$ cat config.mk
export PLATFORM = sky130hd
export DESIGN_NAME = binomial_mod_prime
export DESIGN_NICKNAME = d
export VERILOG_FILES = /design/src/hw/rtl/bmp_pkg.sv /design/src/hw/rtl/bmp_modmul.sv /design/src/hw/rtl/binomial_mod_prime.sv
export SDC_FILE = /design/constraint.sdc
export NUM_CORES = 1
export LEC_CHECK = 0
export BUFFER_PORTS_ARGS = -buffer_cell sky130_fd_sc_hd__buf_2
export CORE_MARGIN = 2
export CORE_UTILIZATION = 58
export CTS_BUF_LIST = sky130_fd_sc_hd__clkbuf_8
export CTS_CLUSTER_SIZE = 40
export DETAILED_ROUTE_END_ITERATION = 7
export PLACE_DENSITY = 0.73
export SYNTH_ARGS = -nofsm -noshare
export SYNTH_HDL_FRONTEND = slang
export SYNTH_SLANG_ARGS = --single-unit
$ cat constraint.sdc
create_clock -name clk -period 13.1 [get_ports clk]
set_clock_uncertainty 0.05 [all_clocks]
set_input_delay 0.655 -clock clk [delete_from_list [all_inputs] [get_ports clk]]
set_output_delay 0.655 -clock clk [all_outputs]
set_load 0.01 [all_outputs]
$ cat src/hw/rtl/bmp_pkg.sv
// Package for the binomial coefficient modulo prime block.
// Holds the modulus, the Fermat exponent, the sequencer states and the
// request/response types of the bit-serial modular multiplier. No dependencies.
package bmp_pkg;

  localparam int RES_W = 30;
  localparam int CNT_W = 5;

  localparam logic [RES_W-1:0] PRIME_MOD  = 30'd998244353;
  localparam logic [RES_W-1:0] EXP_FERMAT = 30'd998244351;

  typedef enum logic [2:0] {
    S_IDLE,
    S_PROD,
    S_FACT,
    S_POW_SQ,
    S_POW_MUL,
    S_FINAL
  } state_t;

  typedef struct packed {
    logic             start;
    logic [RES_W-1:0] a;      // multiplicand, below the modulus
    logic [RES_W-1:0] b;      // multiplier, left aligned, consumed MSB first
    logic [CNT_W-1:0] nbits;  // number of multiplier bits to consume
  } mm_req_t;

  typedef struct packed {
    logic             done;
    logic [RES_W-1:0] value;
  } mm_rsp_t;

endpackage

$ cat src/hw/rtl/bmp_modmul.sv
// Bit-serial modular multiplier: one multiplier bit per cycle, MSB first,
// with a double compare-and-subtract reduction modulo the prime.
// Depends on bmp_pkg.
module bmp_modmul (
  input  logic            clk,
  input  logic            rst_n,
  input  bmp_pkg::mm_req_t req,
  output bmp_pkg::mm_rsp_t rsp
);
  import bmp_pkg::*;

  logic [RES_W-1:0] acc_r, acc_nxt;
  logic [RES_W-1:0] a_r, a_nxt;
  logic [RES_W-1:0] b_r, b_nxt;
  logic [CNT_W-1:0] cnt_r, cnt_nxt;
  logic             run_r, run_nxt;
  logic             done_r, done_nxt;

  logic [31:0] sum;
  logic [32:0] sub1;
  logic [32:0] sub2;
  logic [RES_W-1:0] step_val;

  // One interleaved step: acc = 2*acc + bit*a, then reduce from below 3P
  always_comb begin
    sum  = {1'b0, acc_r, 1'b0} + {2'b00, (b_r[RES_W-1] ? a_r : '0)};
    sub1 = {1'b0, sum} - {3'b000, PRIME_MOD};
    sub2 = {1'b0, sum} - {2'b00, PRIME_MOD, 1'b0};
    priority if (!sub2[32]) begin
      step_val = sub2[RES_W-1:0];
    end else if (!sub1[32]) begin
      step_val = sub1[RES_W-1:0];
    end else begin
      step_val = sum[RES_W-1:0];
    end
  end

  // Load on request, then shift one bit per cycle until the count runs out
  always_comb begin
    acc_nxt  = acc_r;
    a_nxt    = a_r;
    b_nxt    = b_r;
    cnt_nxt  = cnt_r;
    run_nxt  = run_r;
    done_nxt = 1'b0;
    if (req.start) begin
      acc_nxt = '0;
      a_nxt   = req.a;
      b_nxt   = req.b;
      cnt_nxt = req.nbits;
      run_nxt = 1'b1;
    end else if (run_r) begin
      acc_nxt = step_val;
      b_nxt   = {b_r[RES_W-2:0], 1'b0};
      cnt_nxt = cnt_r - 1'b1;
      if (cnt_r == CNT_W'(1)) begin
        run_nxt  = 1'b0;
        done_nxt = 1'b1;
      end
    end
  end

  always_ff @(posedge clk) begin
    if (!rst_n) begin
      run_r  <= 1'b0;
      done_r <= 1'b0;
    end else begin
      run_r  <= run_nxt;
      done_r <= done_nxt;
    end
    acc_r <= acc_nxt;
    a_r   <= a_nxt;
    b_r   <= b_nxt;
    cnt_r <= cnt_nxt;
  end

  assign rsp.done  = done_r;
  assign rsp.value = acc_r;

endmodule

$ cat src/hw/rtl/binomial_mod_prime.sv
// Top level: falling product times inverse factorial modulo 998244353.
// Sequences one shared bit-serial modular multiplier (bmp_modmul).
// Depends on bmp_pkg and bmp_modmul.
//
//   channel   ports                               transfer when
//   input     start, busy, in_top/low/fact_n      start && !busy at clk edge
//   result    out_valid, out_value                out_valid high (one cycle)
//
// Each item is worked through on the single multiplier, which consumes one
// multiplier bit per cycle; no new item is taken until the result is out.
// Synchronous active-low reset returns the sequencer to idle and clears the pending-multiply flag and result strobe.
// The receiver cannot stall; busy stays high until the result strobe.
module binomial_mod_prime #(
  parameter int VALUE_BITS = 12
) (
  input  logic                        clk,
  input  logic                        rst_n,
  input  logic                        start,
  output logic                        busy,
  input  logic [VALUE_BITS-1:0]       in_top,
  input  logic [VALUE_BITS-1:0]       in_low,
  input  logic [VALUE_BITS-1:0]       in_fact_n,
  output logic                        out_valid,
  output logic [bmp_pkg::RES_W-1:0]   out_value
);
  import bmp_pkg::*;

  localparam logic [CNT_W-1:0] FACT_NBITS = CNT_W'(VALUE_BITS);
  localparam logic [CNT_W-1:0] FULL_NBITS = CNT_W'(RES_W);
  localparam logic [CNT_W-1:0] EXP_TOP    = CNT_W'(RES_W - 1);

  state_t state_r, state_nxt;
  logic                  run_r, run_nxt;
  logic [VALUE_BITS-1:0] low_r, low_nxt;
  logic [VALUE_BITS-1:0] fn_r, fn_nxt;
  logic [VALUE_BITS-1:0] cnt_r, cnt_nxt;
  logic [CNT_W-1:0]      ebit_r, ebit_nxt;
  logic [RES_W-1:0]      prod_r, prod_nxt;
  logic [RES_W-1:0]      fact_r, fact_nxt;
  logic [RES_W-1:0]      inv_r, inv_nxt;
  logic                  out_valid_r, out_valid_nxt;
  logic [RES_W-1:0]      out_value_r, out_value_nxt;

  mm_req_t mm_req;
  mm_rsp_t mm_rsp;
  logic [RES_W-1:0] cnt_wide;

  assign cnt_wide = {cnt_r, {(RES_W-VALUE_BITS){1'b0}}};

  bmp_modmul u_modmul (
    .clk   (clk),
    .rst_n (rst_n),
    .req   (mm_req),
    .rsp   (mm_rsp)
  );

  // Sequencer: product loop, factorial loop, square-and-multiply, final multiply
  always_comb begin
    state_nxt     = state_r;
    run_nxt       = run_r;
    low_nxt       = low_r;
    fn_nxt        = fn_r;
    cnt_nxt       = cnt_r;
    ebit_nxt      = ebit_r;
    prod_nxt      = prod_r;
    fact_nxt      = fact_r;
    inv_nxt       = inv_r;
    out_valid_nxt = 1'b0;
    out_value_nxt = out_value_r;
    mm_req        = '0;

    unique case (state_r)
      S_IDLE: begin
        if (start) begin
          low_nxt   = in_low;
          fn_nxt    = in_fact_n;
          cnt_nxt   = in_top;
          prod_nxt  = RES_W'(1);
          fact_nxt  = RES_W'(1);
          run_nxt   = 1'b0;
          state_nxt = S_PROD;
        end
      end

      S_PROD: begin
        if (!run_r) begin
          if (cnt_r > low_r) begin
            mm_req.start = 1'b1;
            mm_req.a     = prod_r;
            mm_req.b     = cnt_wide;
            mm_req.nbits = FACT_NBITS;
            run_nxt      = 1'b1;
          end else begin
            cnt_nxt   = fn_r;
            state_nxt = S_FACT;
          end
        end else if (mm_rsp.done) begin
          prod_nxt = mm_rsp.value;
          cnt_nxt  = cnt_r - 1'b1;
          run_nxt  = 1'b0;
        end
      end

      S_FACT: begin
        if (!run_r) begin
          if (cnt_r > VALUE_BITS'(1)) begin
            mm_req.start = 1'b1;
            mm_req.a     = fact_r;
            mm_req.b     = cnt_wide;
            mm_req.nbits = FACT_NBITS;
            run_nxt      = 1'b1;
          end else begin
            inv_nxt   = RES_W'(1);
            ebit_nxt  = EXP_TOP;
            state_nxt = S_POW_SQ;
          end
        end else if (mm_rsp.done) begin
          fact_nxt = mm_rsp.value;
          cnt_nxt  = cnt_r - 1'b1;
          run_nxt  = 1'b0;
        end
      end

      S_POW_SQ, S_POW_MUL: begin
        if (!run_r) begin
          mm_req.start = 1'b1;
          mm_req.a     = inv_r;
          mm_req.b     = (state_r == S_POW_SQ) ? inv_r : fact_r;
          mm_req.nbits = FULL_NBITS;
          run_nxt      = 1'b1;
        end else if (mm_rsp.done) begin
          inv_nxt = mm_rsp.value;
          run_nxt = 1'b0;
          if (state_r == S_POW_SQ && EXP_FERMAT[ebit_r]) begin
            state_nxt = S_POW_MUL;
          end else if (ebit_r == '0) begin
            state_nxt = S_FINAL;
          end else begin
            ebit_nxt  = ebit_r - 1'b1;
            state_nxt = S_POW_SQ;
          end
        end
      end

      S_FINAL: begin
        if (!run_r) begin
          mm_req.start = 1'b1;
          mm_req.a     = prod_r;
          mm_req.b     = inv_r;
          mm_req.nbits = FULL_NBITS;
          run_nxt      = 1'b1;
        end else if (mm_rsp.done) begin
          out_value_nxt = mm_rsp.value;
          out_valid_nxt = 1'b1;
          run_nxt       = 1'b0;
          state_nxt     = S_IDLE;
        end
      end

      default: begin
        state_nxt = S_IDLE;
        run_nxt   = 1'b0;
      end
    endcase
  end

  always_ff @(posedge clk) begin
    if (!rst_n) begin
      state_r     <= S_IDLE;
      run_r       <= 1'b0;
      out_valid_r <= 1'b0;
    end else begin
      state_r     <= state_nxt;
      run_r       <= run_nxt;
      out_valid_r <= out_valid_nxt;
    end
    low_r       <= low_nxt;
    fn_r        <= fn_nxt;
    cnt_r       <= cnt_nxt;
    ebit_r      <= ebit_nxt;
    prod_r      <= prod_nxt;
    fact_r      <= fact_nxt;
    inv_r       <= inv_nxt;
    out_value_r <= out_value_nxt;
  end

  assign busy      = (state_r != S_IDLE);
  assign out_valid = out_valid_r;
  assign out_value = out_value_r;

  // A result strobe only follows the final multiply
  a_strobe_after_final: assert property (@(posedge clk) disable iff (!rst_n)
    out_valid_r |-> $past(state_r == S_FINAL))
    else $error("result strobe without final multiply");

  // A delivered result is always reduced below the modulus
  a_result_reduced: assert property (@(posedge clk) disable iff (!rst_n)
    out_valid_r |-> (out_value_r < PRIME_MOD))
    else $error("result not reduced");

  // The multiplier only reports completion while the sequencer waits on it
  a_done_when_waiting: assert property (@(posedge clk) disable iff (!rst_n)
    mm_rsp.done |-> run_r)
    else $error("multiplier done without pending request");

  // Idle sequencer holds no outstanding multiply
  a_idle_no_run: assert property (@(posedge clk) disable iff (!rst_n)
    !busy |-> !run_r)
    else $error("multiply pending while idle");

endmodule

==> summary.txt <==
Outcome
  • Status: finished clean

Timing
  • Final setup violation count: 0
  • Post-Route Setup TNS: 0 ps
  • Final Hold Violating Endpoints: 0
  • Final slew viol count: 0
  • Worst slew pin tran: 1110 ps
  • Worst setup margin: 6850 ps
  • F_max: 160 MHz
  • Unrepaired setup endpoints after global routing: false
  • Tmin final: 6250 ps
  • Slew headroom: 23.7%
  • Worst hold slack: 234 ps
  • Crit share post-route: 47.7%

Logic synthesis
  • Syn Inst Count: 1302
  • Mapped cell area: 0.0141 sq mm
  • Synth area leaders: edfxtp_1 (48%), dfxtp_1 (5.4%), and2_1 (5.4%)
  • #FFs+latches synth: 264
  • Synth cell types: 89
  • Async SR Flop Fraction: 0%
  • Synth cell count leaders: edfxtp_1 (226), and2_1 (121), nand2_1 (100), nor2_1 (87)
  • Yosys top cell area share: 48.2%
  • Cell with the most instances after synthesis: edfxtp_1
  • Top_reg_cell synth: edfxtp_1
  • Register area share after synthesis: 53.6%
  • Syn_area_per_cell: 10.8 sq um
  • Dominant cell type by area after synthesis: edfxtp_1
  • Post-synth EDFFs: 226
  • Mapped Nets: 1391
  • Yosys warnings: 0

Placed design
  • HPWL Detailed: 24300 um
  • PortBufs: 70
  • Pre-CTS setup slack: 6900 ps
  • GP Congestion: 0.946

Global routing
  • Gr usage total: 28.8%
  • Largest net degree at the start of global routing: 49
  • Initial antenna violation count: 0
  • GRT overflow: 0
  • Number of global-route vias before repair: 10100
  • Global-route wire length before repair: 57200 um

Critical path
  • Highest fanout seen on the critical path: 31
  • CP Class: reg -> reg
  • Crit end category: flop
  • CP endpoint: u_modmul.acc_r[16]
  • R2R Path End: u_modmul.acc_r[16]
  • RR Startpoint: u_modmul.b_r[29]
  • Worst Reg2Reg Path Length in Cells: 15
  • Startpoint Class: flop
  • Critical path data arrival time: 6660 ps
  • Worst Setup SP: u_modmul.b_r[29]
  • Register-to-register setup slack: 6850 ps
  • WP data required: 13510 ps

Clocking
  • Root buf cell: clkbuf_8
  • Clock buffer depth: 3
  • Worst-Skew Late Latency: 540 ps
  • Clock Pin Slew Worst Setup and Hold Paths: 60 ps
  • H-tree depth: 2
  • Hold-fix buffers at CTS: 0
  • Post-CTS sizing: 0
  • CTS tree: yes
  • CTS Buf Count: 43
  • Postcts setup bufs: 0
  • Clock sink count: 264

Power
  • Worst vdd rail ir drop: 0.160 mV
  • Power Density: 287 mW/mm^2
  • Pleak: 6.14 nW

Die
  • IO Pins: 71
  • Total core area: 0.0241 sq mm
  • Die area: 0.0255 sq mm
  • Die width: 160 um
  • DIE HEIGHT: 160 um
  • Starting Density: 58.4%
  • Rows: 57

Detailed routing
  • Routed WL per cell: 21.5 um
  • Antenna-violating nets left: 0
  • Vias: 10800
  • Drt total wl: 37000 um
  • Initial DRC count: 1281
  • DRC Markers: 0
  • Drt pass-1 iters: 8
  • Vias per std cell: 6.27

Min path
  • Worst hold path class: in -> reg
  • Min-delay src: in_fact_n[3]

Finish
  • Nets: 1449
  • # diodes: 0
  • Area grow syn2layout: 10.8%
  • Final design utilization: 64.7%
  • Share of cells above drive strength 1: 13.4%

Run
  • Max-Cap Viols: 0
## per-layer routing
metal	vias to the layer above	GRT usage [%]	routed length, um
met4	0	6.76	555
met2	554	42.6	16100
li1	4978	-	-
met3	51	5.97	3760
met5	-	0	0
met1	5181	44.0	16600
## layout by cell type (no fill, tap or decap), types with 19 or more instances in the layout
cell type / instances
nand3_1: 27
inv_1: 92
and2_1: 121
clkbuf_8: 50
nor2_1: 84
o21ai_0: 58
buf_2: 70
edfxtp_1: 226
a21oi_1: 80
dfxtp_1: 38
ha_1: 49
nand2_1: 100
xnor2_1: 36
a222oi_1: 49
nor3_1: 19
## final cells by class
type	count	area, sq um
tap	324	405
inverter	82	308
sequential	264	7550
clock inverter	27	195
timing repair buffer	85	463
clock buffer	50	688
multi-input combinational	884	5990
fill	1926	8500
## registers in the layout (all words and copies together), names as in the netlist, named ones only
| signal | count |
|---|---|
| cnt_r | 12 |
| ebit_r | 5 |
| fact_r | 30 |
| fn_r | 12 |
| inv_r | 30 |
| low_r | 12 |
| out_valid | 1 |
| out_value | 30 |
| prod_r | 30 |
| run_r | 1 |
| state_r | 3 |
| u_modmul.a_r | 30 |
| u_modmul.acc_r | 30 |
| u_modmul.b_r | 30 |
| u_modmul.cnt_r | 5 |
| u_modmul.done_r | 1 |
| u_modmul.run_r | 1 |
## kinds of logic (layout without fill, tap and decap cells)
group                      Yosys count  in the layout  share of synthesized area [%]
and+or+nand+nor                    442            442                           16.5
AOI/OAI and AO/OA                  320            320                           16.4
DFF                                264            264                           53.6
buffers and inverters              154            244                           4.30
xor gates and xnor gates            54             54                           3.36
adders and majority gates           50             50                           4.50
muxes                               18             18                           1.39
## report_power, final
part / internal, mW / switching [mW] / total (mW)
Clock: 0.408 / 0.331 / 0.739
Combinational: 0.768 / 1.42 / 2.19
Sequential: 1.34 / 0.220 / 1.56
Total: 2.51 / 1.97 / 4.49
## through the flow
step | instance area (sq um) | power [mW] | std cells
final | 15600 | 4.49 | 1716
after floorplan | 14100 | 3.09 | 1302
after global routing | 15600 | 4.77 | 1716
after detailed placement | 14700 | 3.70 | 1639
after CTS | 15600 | 4.44 | 1716
after global placement | 14700 | 3.67 | 1639
## worst max-delay path: stages, from the launching register on
cell	delay (ps)
edfxtp_1	750
and2_1	300
ha_1	210
fa_1	430
a21o_1	200
a221oi_2	450
mux4_2	600
a21oi_2	180
or4b_4	530
nor4b_4	460
and3_1	280
o31a_4	210
mux2i_1	920
nand3_1	200
nor3b_1	200
nor3_1	190
## worst min-delay path by stage
stage,to,slack [ps],cells after the start
floorplan,u_modmul.acc_r[23],410,2
global placement,u_modmul.b_r[1],470,2
detailed placement,u_modmul.b_r[1],470,2
CTS,fn_r[3],210,1
global route,fn_r[8],220,1
finish,fn_r[3],230,1
Note: power is estimated with default switching activity, not from simulation.
